===== config.mk =====
export PLATFORM = sky130hd
export DESIGN_NAME = skl_pos_enc
export DESIGN_NICKNAME = d
export VERILOG_FILES = /design/src/hdl/skl_pos_enc.sv
export SDC_FILE = /design/constraint.sdc
export NUM_CORES = 1
export LEC_CHECK = 0
export BUFFER_PORTS_ARGS = -buffer_cell sky130_fd_sc_hd__buf_2
export CORE_MARGIN = 4
export CORE_UTILIZATION = 26
export DETAILED_ROUTE_END_ITERATION = 10
export GPL_ROUTABILITY_DRIVEN = 0
export PLACE_DENSITY_LB_ADDON = 0.25
export SLEW_MARGIN = 40
export SYNTH_ARGS = -nofsm -noshare
export SYNTH_HDL_FRONTEND = slang
export SYNTH_SLANG_ARGS = --single-unit

===== constraint.sdc =====
create_clock -name vclk -period 1.79
set_input_delay 0.179 -clock vclk [all_inputs]
set_output_delay 0.179 -clock vclk [all_outputs]
set_load 0.1 [all_outputs]

===== src/hdl/skl_pos_enc.sv =====
// ----------------------------------------------------------------------------
// skl_pos_enc: search position encoder
// Turns the one-hot boundary flags of the cell row into the number of
// entries with a smaller key.
// ----------------------------------------------------------------------------
module skl_pos_enc #(
  parameter int unsigned CAPACITY = 64,
  parameter int unsigned CNT_W    = 7
) (
  input  logic [CAPACITY-1:0] bound_i,
  output logic [CNT_W-1:0]    pos_o
);

  // OR together the indexes of the flagged cells. With no flag every live
  // cell holds a smaller key, which happens only in a full list.
  always_comb begin
    pos_o = '0;
    for (int unsigned i = 0; i < CAPACITY; i++) begin
      if (bound_i[i]) begin
        pos_o = pos_o | CNT_W'(i);
      end
    end
    if (bound_i == '0) begin
      pos_o = CNT_W'(CAPACITY);
    end
  end

endmodule


Yosys cells after proc, flatten, opt, wreduce, memory -nomap -nowiden
Cells that the tools add are included.

operators by class
  multiplexer cells = 64
  reduce and logical (&&, ||, !) cells = 1

operator list
  kind              count
  2-to-1 mux 6 bit  32
  2-to-1 mux 5 bit  16
  zero test 64 bit  1
  2-to-1 mux 4 bit  8
  2-to-1 mux 3 bit  4
  2-to-1 mux 7 bit  1
  2-to-1 mux 2 bit  2
  2-to-1 mux 1 bit  1

word-level totals
  register bits = 0
  input port bits = 64

Logic depth before layout (Yosys ltp)
Gate-level depths: netlist of the first run.

  depth in word-level cells = 64
  mapped depth = 4
  depth with buffers taken out = 4

Worst setup path after synthesis of the first run
Ideal clock, no wire load.

  path kind = input to output
  start = input bound_i[56]
  end = output pos_o[6]
  arrival = 3005 ps
  data required time = 1611 ps
  path slack = -1394 ps
  stages = 4
  path through = nor4_1 > nand4_1 > or3_4 > nor4_2

between the ends
  cells in the longest elaborated chain, start to end = 2

ends and longest elaborated chain
  element             RTL line  RTL
  start: declaration  10        input logic [CAPACITY-1:0] bound_i,
  zero test 64 bit    23        if (bound_i == '0) begin
  2-to-1 mux 7 bit    23
  end: declaration    11        output logic [CNT_W-1:0] pos_o

Every way passes these cells.

Worst setup path after layout of the first run
  start = input bound_i[41]
  end = output pos_o[6]

Same word-level chain as after synthesis.

==> impl_metrics.xml, run 1 <==
<?xml version="1.0" encoding="UTF-8"?>
<metrics>
  <group name="sta">
    <metric name="period_share" unit="%">96.0</metric>
    <metric name="post-route-min-period" unit="ns">1.72</metric>
    <metric name="worst_rel_slew_slack" unit="%">67.7</metric>
    <metric name="finalWorstSetupSlack" unit="ns">0.0710</metric>
    <metric name="setup_tns" unit="ns">0</metric>
    <metric name="rsz0062_at_grt" unit="">no</metric>
    <metric name="fmax" unit="GHz">0.582</metric>
    <metric name="finalHoldViolations" unit="">0</metric>
    <metric name="timing.final.max_slew_violations" unit="">0</metric>
    <metric name="setup_violations" unit="">0</metric>
    <metric name="worst_pin_slew" unit="ns">0.488</metric>
  </group>
  <group name="worst_hold_path">
    <metric name="timing.hold.worst.class" unit="">in -&gt; out</metric>
    <metric name="whs_path_depth" unit="">4</metric>
    <metric name="hold_end" unit="">pos_o[6]</metric>
    <metric name="min-delay-start" unit="">bound_i[0]</metric>
  </group>
  <group name="detailed_routing">
    <metric name="routed_wirelength" unit="um">2120</metric>
    <metric name="drt_pre_antenna_iters" unit="">4</metric>
    <metric name="dr.first_iter.drc_count" unit="">18</metric>
    <metric name="drt.antenna.violating_nets" unit="">0</metric>
    <metric name="dr_total_vias" unit="">819</metric>
    <metric name="vias_per_cell" unit="">5.85</metric>
    <metric name="post-route-drc-count" unit="">0</metric>
    <metric name="routed_length_per_placed_instance" unit="um">15.1</metric>
  </group>
  <group name="logic_synthesis">
    <metric name="synthMostInstantiatedCell" unit="">nor4_1</metric>
    <metric name="ys_types" unit="">13</metric>
    <metric name="synth-warning-count" unit="">0</metric>
    <metric name="synthesis.area_per_instance" unit="sq um">6.23</metric>
    <metric name="syn-instance-count" unit="">55</metric>
    <metric name="yosys.area.top_type_share" unit="%">45.6</metric>
    <metric name="ys_top_cells_by_area" unit="">nor4_1, nand4_1, nor3_1</metric>
    <metric name="synthDominantAreaCellType" unit="">nor4_1</metric>
    <metric name="synth.cells.most_frequent" unit="">nor4_1, nand4_1, nor3_1</metric>
    <metric name="postSynthNetCount" unit="">119</metric>
    <metric name="seq_area_frac_synth" unit="%">0</metric>
    <metric name="syn_area" unit="sq um">343</metric>
  </group>
  <group name="floorplanning">
    <metric name="die_area" unit="sq um">1960</metric>
    <metric name="fp-row-count" unit="">12</metric>
    <metric name="floorplan.initialDensity" unit="%">29.3</metric>
    <metric name="core_area" unit="sq um">1170</metric>
    <metric name="die_height" unit="um">44.3</metric>
    <metric name="floorplan.io_pins" unit="">71</metric>
    <metric name="die_width" unit="um">44.3</metric>
  </group>
  <group name="critical_path">
    <metric name="critical_path_peak_fanout" unit="">2</metric>
    <metric name="data_required_time_at_the_worst_endpoint" unit="ns">1.61</metric>
    <metric name="slowest_delay" unit="ns">0.37</metric>
    <metric name="worst-endpoint-arrival" unit="ns">1.54</metric>
    <metric name="cp_cell_sequence" unit="">buf_2 -&gt; nor4_1 -&gt; nand4_1 -&gt; or3_4 -&gt; nor4_4 -&gt; buf_12</metric>
    <metric name="cp_top_family" unit="">simple AND/OR/NAND/NOR gates</metric>
    <metric name="crit_path_top_delay_cell" unit="">or3_4</metric>
    <metric name="worst-path-buf-inv" unit="">2</metric>
    <metric name="worstSetupStartpointType" unit="">primary input</metric>
    <metric name="worst_setup_path_end_kind" unit="">primary output</metric>
    <metric name="worst-setup-path-type" unit="">in -&gt; out</metric>
  </group>
  <group name="global_routing">
    <metric name="antenna_violations_before_repair" unit="">0</metric>
    <metric name="grt_usage" unit="%">20.4</metric>
    <metric name="grt_start_max_net_pins" unit="">4</metric>
    <metric name="first_pass_grt_wire_length" unit="um">3220</metric>
    <metric name="first_global_vias" unit="">797</metric>
    <metric name="grt.overflow.total" unit="">0</metric>
  </group>
  <group name="final_layout">
    <metric name="n_sequential_cell" unit="">0</metric>
    <metric name="final_util" unit="%">69.1</metric>
    <metric name="post-route-cell-area" unit="sq um">810</metric>
    <metric name="area.sequential" unit="sq um">0</metric>
    <metric name="share_of_cells_above_drive_strength_1" unit="%">65.9</metric>
    <metric name="layout_clock_buffer_count" unit="">0</metric>
    <metric name="area.growth.synth_to_final" unit="%">136</metric>
    <metric name="antenna_cells_inserted" unit="">0</metric>
    <metric name="num-nets-final" unit="">192</metric>
  </group>
  <group name="cts">
    <metric name="holdBufCountCts" unit="">0</metric>
    <metric name="cts_setup_buffers" unit="">0</metric>
  </group>
  <group name="outcome">
    <metric name="status" unit="">finished, final reports clean</metric>
  </group>
  <group name="pwr">
    <metric name="total_leakage_power" unit="nW">0.329</metric>
    <metric name="power_density" unit="nW/um^2">156</metric>
    <metric name="ir_worst_vdd" unit="V">0.0000841</metric>
    <metric name="totalPowerFinal" unit="mW">0.126</metric>
  </group>
  <group name="place">
    <metric name="port-buffer-count" unit="">71</metric>
    <metric name="placement.cell_area" unit="sq um">797</metric>
    <metric name="placement.setup.worst_slack" unit="ns">0.0665</metric>
  </group>
  <group name="flow_run">
    <metric name="drv_cap" unit="">0</metric>
  </group>
</metrics>
worst max path at each step:
stage,startpoint,endpoint,slack (ns),cells after the start
after detailed placement,bound_i[60],pos_o[6],0.07,6
after CTS,bound_i[50],pos_o[6],0.07,5
final,bound_i[41],pos_o[6],0.07,6
after floorplan,bound_i[56],pos_o[6],-0.50,4
after global placement,bound_i[41],pos_o[6],0.09,6
after global routing,bound_i[60],pos_o[6],0.003,6
power by group:
part	internal [mW]	switching, mW	leakage (nW)	total (mW)
combinational	0.0637	0.0624	0.329	0.126
sequential	0	0	0	0
clock	0	0	0	0
final cells by class:
cell class | count | area, sq um
repair buffers | 71 | 370
multi-input cells | 55 | 422
well taps | 14 | 17.5
fillers | 101 | 362
what timing repair did:
| item | in CTS | in global routing |
|---|---|---|
| hold endpoints to repair | 0 | 0 |
| gates resized for setup | 0 | 2 |
| setup endpoints to repair | 0 | 3 |
placed cells by master (no fill, tap or decap):
| master | instances |
|---|---|
| or2_1 | 1 |
| buf_12 | 1 |
| nand3_1 | 1 |
| nor4_2 | 5 |
| nor3_1 | 5 |
| nor4_4 | 4 |
| or3_1 | 2 |
| or4_1 | 1 |
| or3_4 | 1 |
| nand2_1 | 2 |
| nand4_1 | 8 |
| nand4b_1 | 1 |
| nor2_1 | 4 |
| nand2_2 | 2 |
| nor4_1 | 18 |
| buf_2 | 70 |
logic make-up after synthesis:
group / after synthesis / share of synthesized area, %
AND/OR/NAND/NOR: 55 / 100
layer usage:
layer  global-route usage [%]  routed length, um  up-vias  share of wire (%)
met1                     24.8                744      356                 35
met3                     3.25                267        6                 13
met2                     36.3               1060       63                 50
met5                        0                  0        -                  0
met4                     6.02                 46        0                2.2
li1                         -                  -      394                  -
per-stage QoR:
step / cells / hold slack (ns)
finish: 140 / 0.802
global placement: 140 / 0.799
CTS: 140 / 0.803
detailed placement: 140 / 0.789
floorplan: 55 / 0.628
global route: 140 / 0.821
(Power assumes the default switching activity.)
==> run 2, diff against run 1 <==
--- a/config.mk
+++ b/config.mk
@@ -10,7 +10,7 @@
 export CORE_UTILIZATION = 26
 export DETAILED_ROUTE_END_ITERATION = 10
 export GPL_ROUTABILITY_DRIVEN = 0
-export PLACE_DENSITY_LB_ADDON = 0.25
+export PLACE_DENSITY = 0.84
 export SLEW_MARGIN = 40
 export SYNTH_ARGS = -nofsm -noshare
 export SYNTH_HDL_FRONTEND = slang
==> impl_metrics.xml, run 2 (synthesis results as in run 1) <==
<?xml version="1.0" encoding="UTF-8"?>
<metrics>
  <group name="outcome">
    <metric name="status" unit="">finished, final reports clean</metric>
  </group>
  <group name="detailed_routing">
    <metric name="drt_pre_antenna_iters" unit="">4</metric>
    <metric name="drt.antenna.violating_nets" unit="">0</metric>
    <metric name="vias_per_cell" unit="">5.84</metric>
    <metric name="dr_total_vias" unit="">824</metric>
    <metric name="routed_length_per_placed_instance" unit="um">15.3</metric>
    <metric name="post-route-drc-count" unit="">0</metric>
    <metric name="dr.first_iter.drc_count" unit="">35</metric>
    <metric name="routed_wirelength" unit="um">2160</metric>
  </group>
  <group name="final_layout">
    <metric name="area.growth.synth_to_final" unit="%">135</metric>
    <metric name="final-instance-count-excl-fill" unit="">141</metric>
    <metric name="antenna_cells_inserted" unit="">0</metric>
    <metric name="final_common_cell" unit="">buf_2</metric>
    <metric name="area.sequential" unit="sq um">0</metric>
    <metric name="num-nets-final" unit="">193</metric>
    <metric name="share_of_cells_above_drive_strength_1" unit="%">64.6</metric>
    <metric name="final_cell_mix" unit="">buf_2, nor4_1, nand4_1</metric>
    <metric name="layout_clock_buffer_count" unit="">0</metric>
    <metric name="n_sequential_cell" unit="">0</metric>
  </group>
  <group name="critical_path">
    <metric name="critical_path_peak_fanout" unit="">3</metric>
    <metric name="worst-endpoint-arrival" unit="ns">1.56</metric>
    <metric name="data_required_time_at_the_worst_endpoint" unit="ns">1.61</metric>
    <metric name="worst_setup_path_end_kind" unit="">primary output</metric>
    <metric name="worst-setup-path-type" unit="">in -&gt; out</metric>
    <metric name="worstSetupStartpointType" unit="">primary input</metric>
  </group>
  <group name="place">
    <metric name="place.detailed.instances" unit="">140</metric>
    <metric name="port-buffer-count" unit="">71</metric>
    <metric name="placement.setup.worst_slack" unit="ns">0.0528</metric>
  </group>
  <group name="floorplanning">
    <metric name="fp-row-count" unit="">12</metric>
    <metric name="floorplan.io_pins" unit="">71</metric>
    <metric name="die_width" unit="um">44.3</metric>
    <metric name="die_height" unit="um">44.3</metric>
    <metric name="die_area" unit="sq um">1960</metric>
    <metric name="core_area" unit="sq um">1170</metric>
    <metric name="floorplan.initialDensity" unit="%">29.3</metric>
  </group>
  <group name="cts">
    <metric name="holdBufCountCts" unit="">0</metric>
  </group>
  <group name="global_routing">
    <metric name="grt_usage" unit="%">20.9</metric>
    <metric name="antenna_violations_before_repair" unit="">0</metric>
    <metric name="first_global_vias" unit="">768</metric>
    <metric name="first_pass_grt_wire_length" unit="um">3260</metric>
    <metric name="grt_start_max_net_pins" unit="">4</metric>
    <metric name="grt.overflow.total" unit="">0</metric>
  </group>
  <group name="sta">
    <metric name="finalWorstSetupSlack" unit="ns">0.0537</metric>
    <metric name="timing.final.max_slew_violations" unit="">0</metric>
    <metric name="setup_violations" unit="">0</metric>
    <metric name="fmax" unit="GHz">0.576</metric>
    <metric name="post-route-min-period" unit="ns">1.74</metric>
    <metric name="worst_rel_slew_slack" unit="%">66.9</metric>
    <metric name="period_share" unit="%">97.0</metric>
    <metric name="worst_pin_slew" unit="ns">0.499</metric>
    <metric name="finalHoldViolations" unit="">0</metric>
  </group>
  <group name="pwr">
    <metric name="power_density" unit="nW/um^2">155</metric>
    <metric name="total_leakage_power" unit="nW">0.334</metric>
    <metric name="ir_worst_vdd" unit="V">0.0000844</metric>
  </group>
  <group name="worst_hold_path">
    <metric name="timing.hold.worst.class" unit="">in -&gt; out</metric>
  </group>
  <group name="flow_run">
    <metric name="drv_cap" unit="">0</metric>
  </group>
</metrics>
run 2: worst paths after layout:
check         from  endpoint  slack [ns]  depth (start not counted)
max    bound_i[63]  pos_o[6]        0.05                          6
min     bound_i[0]  pos_o[6]        0.81                          4
run 2: cell type report:
type / count / area (sq um)
timing repair buffer: 72 / 378
multi-input combinational: 55 / 409
tap: 14 / 17.5
fill: 98 / 367
run 2: critical path, cell delays in order:
cell,delay [ns]
buf_2,0.13
nor4_4,0.30
nand4_1,0.17
or3_4,0.37
nor4_4,0.19
buf_12,0.21
run 2: report_power, final:
group	leakage, nW	switching [mW]	internal (mW)
clock	0	0	0
sequential	0	0	0
combinational	0.334	0.0611	0.0638
run 2: repair_timing:
action | CTS | global route
resized for setup | 0 | 0
setup buffers | 0 | 1
setup endpoints to repair | 0 | 1
run 2: per-layer routing:
layer / global-route usage (%) / vias to the layer above / wire, um
met3: 3.25 / 4 / 308
met4: 3.01 / 0 / 37
met2: 37.5 / 63 / 1010
met5: 0 / - / 0
met1: 26.4 / 362 / 800
li1: - / 395 / -
run 2: metrics by stage:
stage | hold WS (ns) | instance area [sq um] | setup TNS (ns) | power [mW] | util, %
floorplan | 0.628 | 409 | -0.667 | 0.0210 | -
global placement | 0.801 | 797 | 0 | 0.121 | 68.1
detailed placement | 0.793 | 797 | 0 | 0.122 | 68.1
CTS | 0.805 | 797 | 0 | 0.123 | 68.1
global route | 0.823 | 805 | -0.00444 | 0.137 | 68.7
finish | 0.806 | 805 | 0 | 0.125 | 68.7
