$ cat src/hdl/skl_pkg.sv
// ----------------------------------------------------------------------------
// skl_pkg: shared types and constants of the sorted key list
// Field widths, command and status codes, and the control word that the
// top level broadcasts to every cell of the list.
// ----------------------------------------------------------------------------
package skl_pkg;

  // Fixed field widths.
  localparam int unsigned KeyBits     = 31;
  localparam int unsigned StatusBits  = 2;
  localparam int unsigned TotalBits   = 32;
  localparam int unsigned OccBits     = 7;

  // Default sizes for the top-level parameters.
  localparam int unsigned DefCapacity   = 64;
  localparam int unsigned DefHandleBits = 16;

  // Request commands, carried on the slave tuser bit.
  localparam logic CMD_INSERT = 1'b0;
  localparam logic CMD_DELETE = 1'b1;

  // Result status codes, carried on the master tuser bits.
  localparam logic [StatusBits-1:0] STATUS_DONE      = 2'd0;
  localparam logic [StatusBits-1:0] STATUS_EMPTY     = 2'd1;
  localparam logic [StatusBits-1:0] STATUS_FULL      = 2'd2;
  localparam logic [StatusBits-1:0] STATUS_NOT_FOUND = 2'd3;

  // What every cell does in the update cycle.
  typedef enum logic [1:0] {
    OP_HOLD   = 2'd0,
    OP_INSERT = 2'd1,
    OP_DELETE = 2'd2
  } cell_op_e;

  // Broadcast control word for the cell row.
  typedef struct packed {
    cell_op_e          op;
    logic [KeyBits-1:0] key;
  } cell_ctrl_t;

endpackage

$ cat src/hdl/skl_cell.sv
// ----------------------------------------------------------------------------
// skl_cell: one entry of the sorted key list
// Holds one key and handle, compares its key with the broadcast key and
// shifts toward either neighbor when an entry is inserted or removed.
// ----------------------------------------------------------------------------
module skl_cell #(
  parameter int unsigned INDEX       = 0,
  parameter int unsigned CNT_W       = 7,
  parameter int unsigned HANDLE_BITS = 16
) (
  input  logic                        clk_i,
  input  skl_pkg::cell_ctrl_t         ctrl_i,
  input  logic [HANDLE_BITS-1:0]      handle_i,
  input  logic [CNT_W-1:0]            count_i,
  input  logic                        left_lt_i,
  input  logic [skl_pkg::KeyBits-1:0] left_key_i,
  input  logic [HANDLE_BITS-1:0]      left_handle_i,
  input  logic [skl_pkg::KeyBits-1:0] right_key_i,
  input  logic [HANDLE_BITS-1:0]      right_handle_i,
  output logic [skl_pkg::KeyBits-1:0] key_o,
  output logic [HANDLE_BITS-1:0]      handle_o,
  output logic                        lt_o,
  output logic                        bound_o,
  output logic                        hit_o
);

  logic [skl_pkg::KeyBits-1:0] key_q, key_d;
  logic [HANDLE_BITS-1:0]      handle_q, handle_d;
  logic                        occupied;

  // The entry is live when its place lies below the entry count.
  assign occupied = CNT_W'(INDEX) < count_i;

  // Since the list is sorted, the live cells with a smaller key form a prefix;
  // the first cell outside it marks the search position.
  assign lt_o    = occupied && (key_q < ctrl_i.key);
  assign bound_o = left_lt_i && !lt_o;
  assign hit_o   = bound_o && occupied && (key_q == ctrl_i.key);

  // Next entry value: keep, take the new entry, or shift from a neighbor.
  always_comb begin
    key_d    = key_q;
    handle_d = handle_q;
    case (ctrl_i.op)
      skl_pkg::OP_INSERT: begin
        if (bound_o) begin
          key_d    = ctrl_i.key;
          handle_d = handle_i;
        end else if (!lt_o) begin
          key_d    = left_key_i;
          handle_d = left_handle_i;
        end
      end
      skl_pkg::OP_DELETE: begin
        if (!lt_o) begin
          key_d    = right_key_i;
          handle_d = right_handle_i;
        end
      end
      default: begin
        key_d    = key_q;
        handle_d = handle_q;
      end
    endcase
  end

  // Entry storage; contents are meaningless until written.
  always_ff @(posedge clk_i) begin
    key_q    <= key_d;
    handle_q <= handle_d;
  end

  assign key_o    = key_q;
  assign handle_o = handle_q;

endmodule

$ cat config.mk
export PLATFORM = sky130hd
export DESIGN_NAME = skl_cell
export DESIGN_NICKNAME = d
export VERILOG_FILES = /design/src/hdl/skl_pkg.sv /design/src/hdl/skl_cell.sv
export SDC_FILE = /design/constraint.sdc
export NUM_CORES = 1
export LEC_CHECK = 0
export BUFFER_PORTS_ARGS = -buffer_cell sky130_fd_sc_hd__buf_2
export CORE_UTILIZATION = 45
export CTS_BUF_LIST = sky130_fd_sc_hd__clkbuf_8
export DETAILED_ROUTE_END_ITERATION = 10
export PLACE_DENSITY_LB_ADDON = 0.12
export SYNTH_ARGS = -nofsm -noshare
export SYNTH_HDL_FRONTEND = slang
export SYNTH_SLANG_ARGS = --single-unit
$ cat constraint.sdc
create_clock -name clk_i -period 11.4 [get_ports clk_i]
set_input_delay 1.14 -clock clk_i [delete_from_list [all_inputs] [get_ports clk_i]]
set_output_delay 1.14 -clock clk_i [all_outputs]
set_load 0.02 [all_outputs]
**Word-level counts from Yosys, hierarchy flattened**

Index checks and enable logic that the tools add are counted.

- Register bits after elaboration: 47
- Bits in latches: 0
- RAM bits: 0
- Bits in read-only memories: 0
- Input port bits: 152
- Output and inout bits: 50
- Memories: 0

- Add/subtract/negate cells: 0
- $mul: 0
- Divide/modulo/power cells: 0
- $lt $le $gt $ge: 2
- Equal/unequal tests: 5
- Shift-type cells: 0
- Mux-type cells: 8
- Bitwise logic cells: 0
- Reductions and logical operators: 7

Operators with widths:

| operator | count |
|---|---|
| $mux W31 | 3 |
| $pmux W31 S2 | 1 |
| $mux W16 | 3 |
| $pmux W16 S2 | 1 |
| $eq A31 B31 Y1 | 1 |
| $lt A31 B31 Y1 | 1 |
| $lt A1 B7 Y1 const A | 1 |
| $logic_and A1 B1 Y1 | 4 |
| $ne A3 B3 Y1 const B | 1 |
| $reduce_and A3 Y1 | 1 |
| $eq A2 B1 Y1 const B | 1 |
| $eq A2 B2 Y1 const B | 1 |
| $ne A2 B2 Y1 const B | 1 |
| $reduce_bool A2 Y1 | 1 |
| $logic_not A1 Y1 | 1 |

**Logic depth before layout (Yosys ltp)**

Gate-level depths: netlist (run 1).

- Depth after elaboration: 6
- Mapped depth: 10

**Least setup slack after synthesis (run 1)**

No wires, ideal clock.

- Kind: input to register
- Start: in ctrl_i[29] (netlist bit)
- End: reg handle_q[0] (netlist: handle_o[0]), enable pin
- Data arrival time: 4.556 ns
- Required time: 10.933 ns
- Path slack: 6.377 ns
- Stages: 8
- Cell sequence: inv_1 -> ha_1 -> nand4_2 -> nor3_1 -> a2111oi_2 -> nand3_1 -> a21oi_1 -> a21oi_1

- Longest elaborated chain between the ends: 6
- Elaborated cells between the ends (all ways): 7
- Those cells by class: order compare: 1; eq/ne: 2; reduce/logical: 4

RTL lines:

| item | RTL line | RTL |
|---|---|---|
| start, declared | skl_cell.sv:12 | `input skl_pkg::cell_ctrl_t ctrl_i,` |
| $lt A31 B31 Y1 * | skl_cell.sv:36 | `assign lt_o = occupied && (key_q < ctrl_i.key);` |
| $logic_and A1 B1 Y1 * | skl_cell.sv:36 |  |
| net lt_o | skl_cell.sv:22 | `output logic lt_o,` |
| $logic_not A1 Y1 | -- |  |
| $logic_and A1 B1 Y1 | skl_cell.sv:37 | `assign bound_o = left_lt_i && !lt_o;` |
| $ne A3 B3 Y1 (no line) | -- |  |
| $reduce_and A3 Y1 (no line) * | -- |  |
| end signal, assigned | skl_cell.sv:70 | `handle_q <= handle_d;` |
| end, declared | skl_cell.sv:28 | `logic [HANDLE_BITS-1:0] handle_q, handle_d;` |

Mark *: on every way through the listed nets, which the timed path passes. The rest lies on a longest branch.
A chain may end at the register's enable or synchronous reset.

**Final worst setup path (run 1)**

- Start: in ctrl_i[26] (netlist bit)
- End: out hit_o

- Longest elaborated chain between the ends: 6
- Elaborated cells between the ends (all ways): 7
- Those cells by class: order compare: 1; eq/ne: 1; reduce/logical: 5

RTL lines:

| item | RTL line | RTL |
|---|---|---|
| $lt A31 B31 Y1 | skl_cell.sv:36 |  |
| $logic_and A1 B1 Y1 | skl_cell.sv:36 |  |
| $logic_not A1 Y1 | -- |  |
| $logic_and A1 B1 Y1 | skl_cell.sv:37 |  |
| $logic_and A1 B1 Y1 | skl_cell.sv:38 | `assign hit_o = bound_o && occupied && (key_q == ctrl_i.key);` |
| $logic_and A1 B1 Y1 * | skl_cell.sv:38 |  |
| end, declared | skl_cell.sv:24 | `output logic hit_o` |

Mark *: on every way between the ends. The rest lies on a longest branch, timed or not.

==> flow_metrics.py, run 1 <==
metrics = {
    "setup_path": {
        "critical_path.reg2reg.endpoint": "handle_o[13]$_DFFE_PP_",
        "critical_path_launch_point_type": "input pin",
        "worstSetupPathType": "input pin to output port",
        "worstSetupEndpointType": "output port",
        "startpoint_of_the_worst_slack_reg_to_reg_timing_path": "key_o[26]$_DFFE_PP_",
        "worstPathRequired_ns": 10.26,
        "timing.reg2reg.worst_path_depth": 8,
        "cp_data_arrival_time_ns": 3.80,
        "critPathMaxFanout": 49,
        "rrSetupSlack_ns": 8.14,
    },
    "clock_network": {
        "post_cts_buffers": 0,
        "cts_made_buffers": 5,
        "cts.reportedPaths.clkPinSlew_ns": 0.09,
        "cts_hold_repair.buffers": 0,
        "latest_clock_arrival_within_the_worst_skew_pair_ns": 0.30,
        "cts_tree": "built",
        "number_of_sinks_driven_by_the_clock_tree": 47,
        "cts_root_buf": "clkbuf_8",
        "cts.repair.resized": 0,
        "ctsHtreeMaxLevel": 2,
        "clockBufferDepth": 2,
    },
    "pwr": {
        "power.net_switching_w": 0.000145,
        "proportion_of_power_drawn_by_combinational_gates": 0.296,
        "power_per_cell_area_nw_per_um2": 105,
        "netSwitchingFraction": 0.304,
        "pwr-share-seq": 0.453,
        "power.ir.vdd_worst_uv": 55.6,
        "leakagePower_nw": 2.17,
        "post-layout-total-power_w": 0.000478,
        "power.clock.fraction": 0.251,
        "p_int_w": 0.000332,
    },
    "grt": {
        "grt_overflow_total": 0,
        "maximum_number_of_pins_on_one_net_before_global_route_repair": 96,
        "grt_pass1_wl_um": 14500,
        "grt_pass1_vias": 3182,
        "antenna_violations_before_repair": 0,
        "track_usage": 0.237,
    },
    "placement": {
        "dp_hpwl_um": 7210,
        "input_output_buffers": 201,
        "postPlaceCellArea_um2": 4450,
        "place_congestion": 0.851,
    },
    "hold_path": {
        "hold_class": "input pin to flop",
        "hold-path-endpoint": "handle_o[15]$_DFFE_PP_",
        "min_delay_path_depth": 3,
        "worstHoldStart": "right_handle_i[15]",
    },
    "sta": {
        "setup_viol_count_final": 0,
        "relSlewSlack": 0.205,
        "grt_setup_unrepaired": "no",
        "totalNegativeSetupSlack_ns": 0,
        "worst_clock_skew_on_the_final_layout_ns": 0.00869,
        "timing_max_transition_violations_final": 0,
        "finalHoldViolations": 0,
        "post-route-period-util": 0.434,
        "tightest_slew_ns": 1.19,
        "period_needed_ns": 4.94,
        "max_freq_mhz": 202,
    },
    "yosys": {
        "synth.yosys.warnings": 0,
        "yosysSeqAreaShare": 0.410,
        "ys_seq_elements": 47,
        "synth_cells": 393,
        "mappedNetlistArea_um2": 3440,
        "async_flop_share": 0,
        "synth.distinct_cells": 32,
        "synthFlopType": "edfxtp_1",
        "syn-mean-instance-area_um2": 8.75,
        "synth-edff-count": 47,
        "synth_nets": 576,
    },
    "floorplanning": {
        "coreArea_um2": 7330,
        "start_util": 0.469,
        "std_cell_rows": 31,
        "horizontal_die_dimension_um": 89.4,
        "die_h_um": 89.4,
        "ioPinCount": 202,
        "design.die.area_um2": 8000,
    },
    "drt": {
        "drt_first_pass_iters": 5,
        "final_antenna_net_count": 0,
        "wl_per_cell_um": 14.8,
        "num_vias": 3640,
        "drtIter0Drc": 187,
        "avgViaCountPerCell": 5.42,
        "drc": 0,
        "drt_wl_total_um": 9930,
    },
    "cells_and_area": {
        "fin_area_um2": 4560,
        "finish.utilization": 0.622,
        "multiInputGateArea_um2": 1770,
        "flow.area_growth_from_synthesis_pct": 32.6,
        "num-nets-final": 755,
        "fillerInstances": 668,
        "antenna_cells": 0,
        "final_layout_size_suffix_gt1_frac": 0.387,
        "sequential_cell_area_um2": 1410,
    },
    "run": {
        "drv_cap": 0,
    },
    "outcome": {
        "status": "completed",
    },
}
## flip-flops by register name (all words and copies together), names as in the netlist
register,count
key_o,31
handle_o,16
## metal layers
layer  wire, µm  up-vias  GRT usage
met5          0        -          0
met4        116        0     0.0635
met3        751        8     0.0397
met2       4960      181      0.423
met1       4100     1640      0.297
li1           -     1811          -
## stage by stage
step	setup WS, ns	cells	hold WS (ns)
after floorplan	6.38	393	1.38
after global placement	6.58	664	1.35
after detailed placement	6.53	664	1.36
after CTS	6.51	672	1.18
after global routing	6.32	672	1.19
final	6.46	672	1.19
## placed cells by master, fill, tap and decap left out, types with 2 or more instances in the layout
master | synthesis | routed
buf_2 | 6 | 201
inv_1 | 32 | 32
nand2b_1 | 4 | 3
o21ai_0 | 41 | 41
o21ai_1 | 12 | 12
nand2_1 | 9 | 9
edfxtp_1 | 47 | 47
a31oi_1 | 47 | 47
buf_4 | 2 | 2
clkbuf_8 | 0 | 5
nand4_1 | 5 | 5
nor4_4 | 2 | 2
nor3_1 | 2 | 2
ha_1 | 31 | 31
a21oi_1 | 18 | 17
nand3_1 | 52 | 52
nor2_1 | 49 | 49
## kinds of logic after synthesis
kind of cell | after synthesis | share of synthesized area
and+or+nand+nor | 127 | 0.182
buffers and inverters | 64 | 0.0877
DFF | 47 | 0.410
AOI/OAI and AO/OA | 124 | 0.207
adders and majority gates | 31 | 0.113
## Yosys cell counts, types with 2 or more instances
cell type	n	area share
a21oi_1	18	0.026
a31oi_1	47	0.085
buf_1	2	0.0022
buf_2	6	0.0087
buf_4	2	0.0044
buf_6	5	0.016
clkbuf_1	13	0.014
clkbuf_4	2	0.0044
edfxtp_1	47	0.41
ha_1	31	0.11
inv_1	32	0.035
nand2_1	9	0.0098
nand2b_1	4	0.0073
nand3_1	52	0.076
nand4_1	5	0.0091
nor2_1	49	0.053
nor3_1	2	0.0029
nor4_4	2	0.012
o21ai_0	41	0.060
o21ai_1	12	0.017
## cell type report
class | count | area share
inverter | 33 | 0.0272
sequential | 47 | 0.309
clock inverter | 3 | 0.00850
multi-input combinational | 282 | 0.389
timing repair buffer | 203 | 0.224
tap | 99 | 0.0272
clock buffer | 5 | 0.0151
## power by group through the flow
| stage | sequential (W) | clock [W] | combinational, W |
|---|---|---|---|
| 6_report | 0.000216 | 0.000120 | 0.000142 |
| 2_1_floorplan | 0.000237 | 0 | 0.0000716 |
| 5_1_grt | 0.000217 | 0.000129 | 0.000158 |
| 3_3_place_gp | 0.000220 | 0 | 0.000139 |
| 4_1_cts | 0.000216 | 0.000122 | 0.000142 |
| 3_5_place_dp | 0.000220 | 0 | 0.000142 |
## critical path: stages
cell	delay, ns
buf_2	0.08
inv_1	0.04
ha_1	0.31
nand4_1	0.21
nor3_1	0.10
a2111oi_2	0.59
a31o_2	0.95
a21oi_1	0.15
buf_2	0.21
## worst max-delay path by stage
| stage | end | cells after the start | from |
|---|---|---|---|
| finish | hit_o | 9 | ctrl_i[26] |
| global route | hit_o | 9 | ctrl_i[26] |
| CTS | hit_o | 9 | ctrl_i[26] |
| detailed placement | hit_o | 9 | ctrl_i[26] |
| global placement | hit_o | 9 | ctrl_i[26] |
| floorplan | handle_o[0]$_DFFE_PP_ | 8 | ctrl_i[29] |
(Power assumes the default switching activity.)
==> inputs of run 2 (changes only) <==
- ABC_AREA: unset -> 1
- clock period: 11.4 -> 4.9 ns (I/O delays scaled with it)
==> flow_metrics.py, run 2 <==
metrics = {
    "outcome": {
        "status": "completed",
    },
    "clock_network": {
        "cts_hold_repair.buffers": 0,
        "clockBufferDepth": 2,
        "cts_tree": "built",
        "cts_made_buffers": 5,
        "cts.reportedPaths.clkPinSlew_ns": 0.09,
        "cts.repair.resized": 0,
        "post_cts_buffers": 0,
        "latest_clock_arrival_within_the_worst_skew_pair_ns": 0.30,
        "ctsHtreeMaxLevel": 2,
        "cts_root_buf": "clkbuf_8",
        "number_of_sinks_driven_by_the_clock_tree": 47,
    },
    "setup_path": {
        "critPathMaxFanout": 17,
        "startpoint_of_the_worst_slack_reg_to_reg_timing_path": "key_o[30]$_DFFE_PP_",
        "rrSetupSlack_ns": 1.95,
        "path_delay_family": "simple AND/OR/NAND/NOR gates",
        "critical_path.reg2reg.endpoint": "key_o[8]$_DFFE_PP_",
        "cp_data_arrival_time_ns": 2.58,
        "timing.reg2reg.worst_path_depth": 10,
        "worst_path_most_repeated_cell": "nor2_1",
        "critPathSlowestCell": "edfxtp_1",
        "worstPathRequired_ns": 4.41,
        "critical_path_launch_point_type": "flop",
        "critical_path.n_buffers_inverters": 1,
        "worstSetupEndpointType": "output port",
        "max_stage_delay_ns": 0.43,
        "critical_path.cell_chain": "ha_1, nand2_1, nor2_1, nand4_1, nor2_1, nand2_1, nand2_2, nand2_2, nor2_1, buf_2",
        "worstSetupPathType": "flop to output port",
    },
    "pwr": {
        "power_per_cell_area_nw_per_um2": 228,
        "power.ir.vdd_worst_uv": 122,
        "leakagePower_nw": 2.92,
    },
    "sta": {
        "finalHoldViolations": 0,
        "post-route-period-util": 0.627,
        "totalNegativeSetupSlack_ns": 0,
        "timing_max_transition_violations_final": 0,
        "worst_clock_skew_on_the_final_layout_ns": 0.0120,
        "finalHoldWorstSlack_ns": 0.456,
        "setup_viol_count_final": 0,
        "relSlewSlack": 0.373,
        "period_needed_ns": 3.07,
        "tightest_slew_ns": 0.941,
        "max_freq_mhz": 325,
        "grt_setup_unrepaired": "no",
    },
    "yosys": {
        "synth_area_leader_cell": "edfxtp_1",
        "synthFlopType": "edfxtp_1",
        "post-synth-top-count-cell": "nand2_1",
        "yosysSeqAreaShare": 0.380,
        "yosys-top-cells-count": "nand2_1 (191), inv_1 (115), nand3_1 (96)",
        "synth.distinct_cells": 17,
        "synth-edff-count": 47,
        "async_flop_share": 0,
        "ys_top_cells_by_area": "edfxtp_1 (38%), nand2_1 (19%), nand3_1 (13%)",
        "mappedNetlistArea_um2": 3710,
        "synth_cells": 539,
        "synthDominantCellAreaShare": 0.380,
        "synth.yosys.warnings": 0,
        "ys_seq_elements": 47,
        "synth_nets": 722,
        "syn-mean-instance-area_um2": 6.89,
    },
    "cells_and_area": {
        "final_layout_size_suffix_gt1_frac": 0.300,
        "fin_area_um2": 4860,
        "num-nets-final": 909,
        "largest_register_ff_count": 31,
        "flow.area_growth_from_synthesis_pct": 30.9,
        "layout.cells.most_common_list": "buf_2 (201), nand2_1 (191), inv_1 (114), nand3_1 (96), edfxtp_1 (47)",
        "antenna_cells": 0,
        "finish.utilization": 0.619,
        "layout_commonest_cell": "buf_2",
    },
    "floorplanning": {
        "die_h_um": 92.8,
        "design.die.area_um2": 8620,
        "ioPinCount": 202,
        "horizontal_die_dimension_um": 92.8,
        "start_util": 0.473,
        "std_cell_rows": 32,
        "coreArea_um2": 7850,
    },
    "drt": {
        "drt_wl_total_um": 10500,
        "drt_first_pass_iters": 5,
        "drc": 0,
        "num_vias": 3972,
        "drtIter0Drc": 130,
        "avgViaCountPerCell": 4.80,
        "wl_per_cell_um": 12.7,
        "final_antenna_net_count": 0,
    },
    "grt": {
        "grt_pass1_vias": 3604,
        "track_usage": 0.240,
        "maximum_number_of_pins_on_one_net_before_global_route_repair": 49,
        "grt_overflow_total": 0,
        "grt_pass1_wl_um": 16300,
        "antenna_violations_before_repair": 0,
    },
    "hold_path": {
        "min_delay_path_depth": 3,
        "hold_class": "input pin to flop",
        "hold-path-endpoint": "key_o[4]$_DFFE_PP_",
        "worstHoldStart": "right_key_i[4]",
    },
    "placement": {
        "postPlaceCellArea_um2": 4780,
        "input_output_buffers": 201,
        "dp_hpwl_um": 7900,
        "place_congestion": 0.801,
    },
    "run": {
        "drv_cap": 0,
    },
}
[run 2: cell types whose count changed after synthesis, moves of 3 or more]
cell      change
o21ai_0      -41
nand3_1      +44
nor2_1       -35
inv_1        +83
nand2b_1      -4
nand2_1     +182
a21oi_1       -7
o21ai_1      -12
a31oi_1      -47
buf_6         -3
[run 2: routing by layer]
metal  wire, µm  track usage  vias to the layer above  part of all wire
met5          0            0                        -                 0
met4        140       0.0590                        0             0.013
met3        862       0.0402                       13             0.082
met2       5420        0.445                      166              0.52
met1       4090        0.285                     1746              0.39
li1           -            -                     2047                 -
[run 2: logic make-up (layout without fill, tap and decap cells)]
logic type / count (synthesis) / in the layout / synth area share
AOI/OAI and AO/OA: 12 / 12 / 0.0168
buffers and inverters: 142 / 329 / 0.152
and+or+nand+nor: 307 / 307 / 0.347
adders and majority gates: 31 / 31 / 0.104
DFF: 47 / 47 / 0.380
[run 2: report_power, final]
group | total [W] | switching (W) | leakage (nW) | internal, W
clock | 0.000223 | 0.000128 | 0.0414 | 0.0000954
combinational | 0.000380 | 0.000237 | 2.44 | 0.000143
sequential | 0.000506 | 0.0000149 | 0.437 | 0.000491
[run 2: cell type report]
type | instances | area (µm²)
Timing Repair Buffer | 205 | 1050
Inverter | 117 | 439
Clock buffer | 5 | 68.8
Sequential cell | 47 | 1410
Fill cell | 764 | 2990
Clock inverter | 2 | 8.76
Tap cell | 102 | 128
Multi-Input combinational cell | 350 | 1760
[run 2: worst register-to-register path, cell delays in order (launching register included)]
cell	delay, ns
edfxtp_1	0.43
ha_1	0.33
nand2_1	0.08
nor2_1	0.16
nand4_1	0.12
nor2_1	0.16
nand2_1	0.08
nand2_2	0.26
inv_1	0.14
a21oi_4	0.62
buf_12	0.28
[run 2: stage by stage]
step	std cells	worst slack, ns	total power (W)
finish	828	1.83	0.00111
global route	828	1.61	0.00118
CTS	828	1.80	0.00112
detailed placement	821	1.77	0.000898
global placement	821	1.81	0.000889
floorplan	539	0.412	0.000755
[run 2: worst max-delay path by stage]
stage	start	endpoint	slack (ns)	cells after the start
6_report	key_o[30]$_DFFE_PP_	hit_o	1.83	10
5_1_grt	key_o[30]$_DFFE_PP_	hit_o	1.61	10
2_1_floorplan	key_o[30]$_DFFE_PP_	handle_o[0]$_DFFE_PP_	0.41	10
4_1_cts	key_o[30]$_DFFE_PP_	hit_o	1.80	10
3_3_place_gp	ctrl_i[31]	key_o[14]$_DFFE_PP_	1.81	6
3_5_place_dp	ctrl_i[30]	key_o[16]$_DFFE_PP_	1.77	12
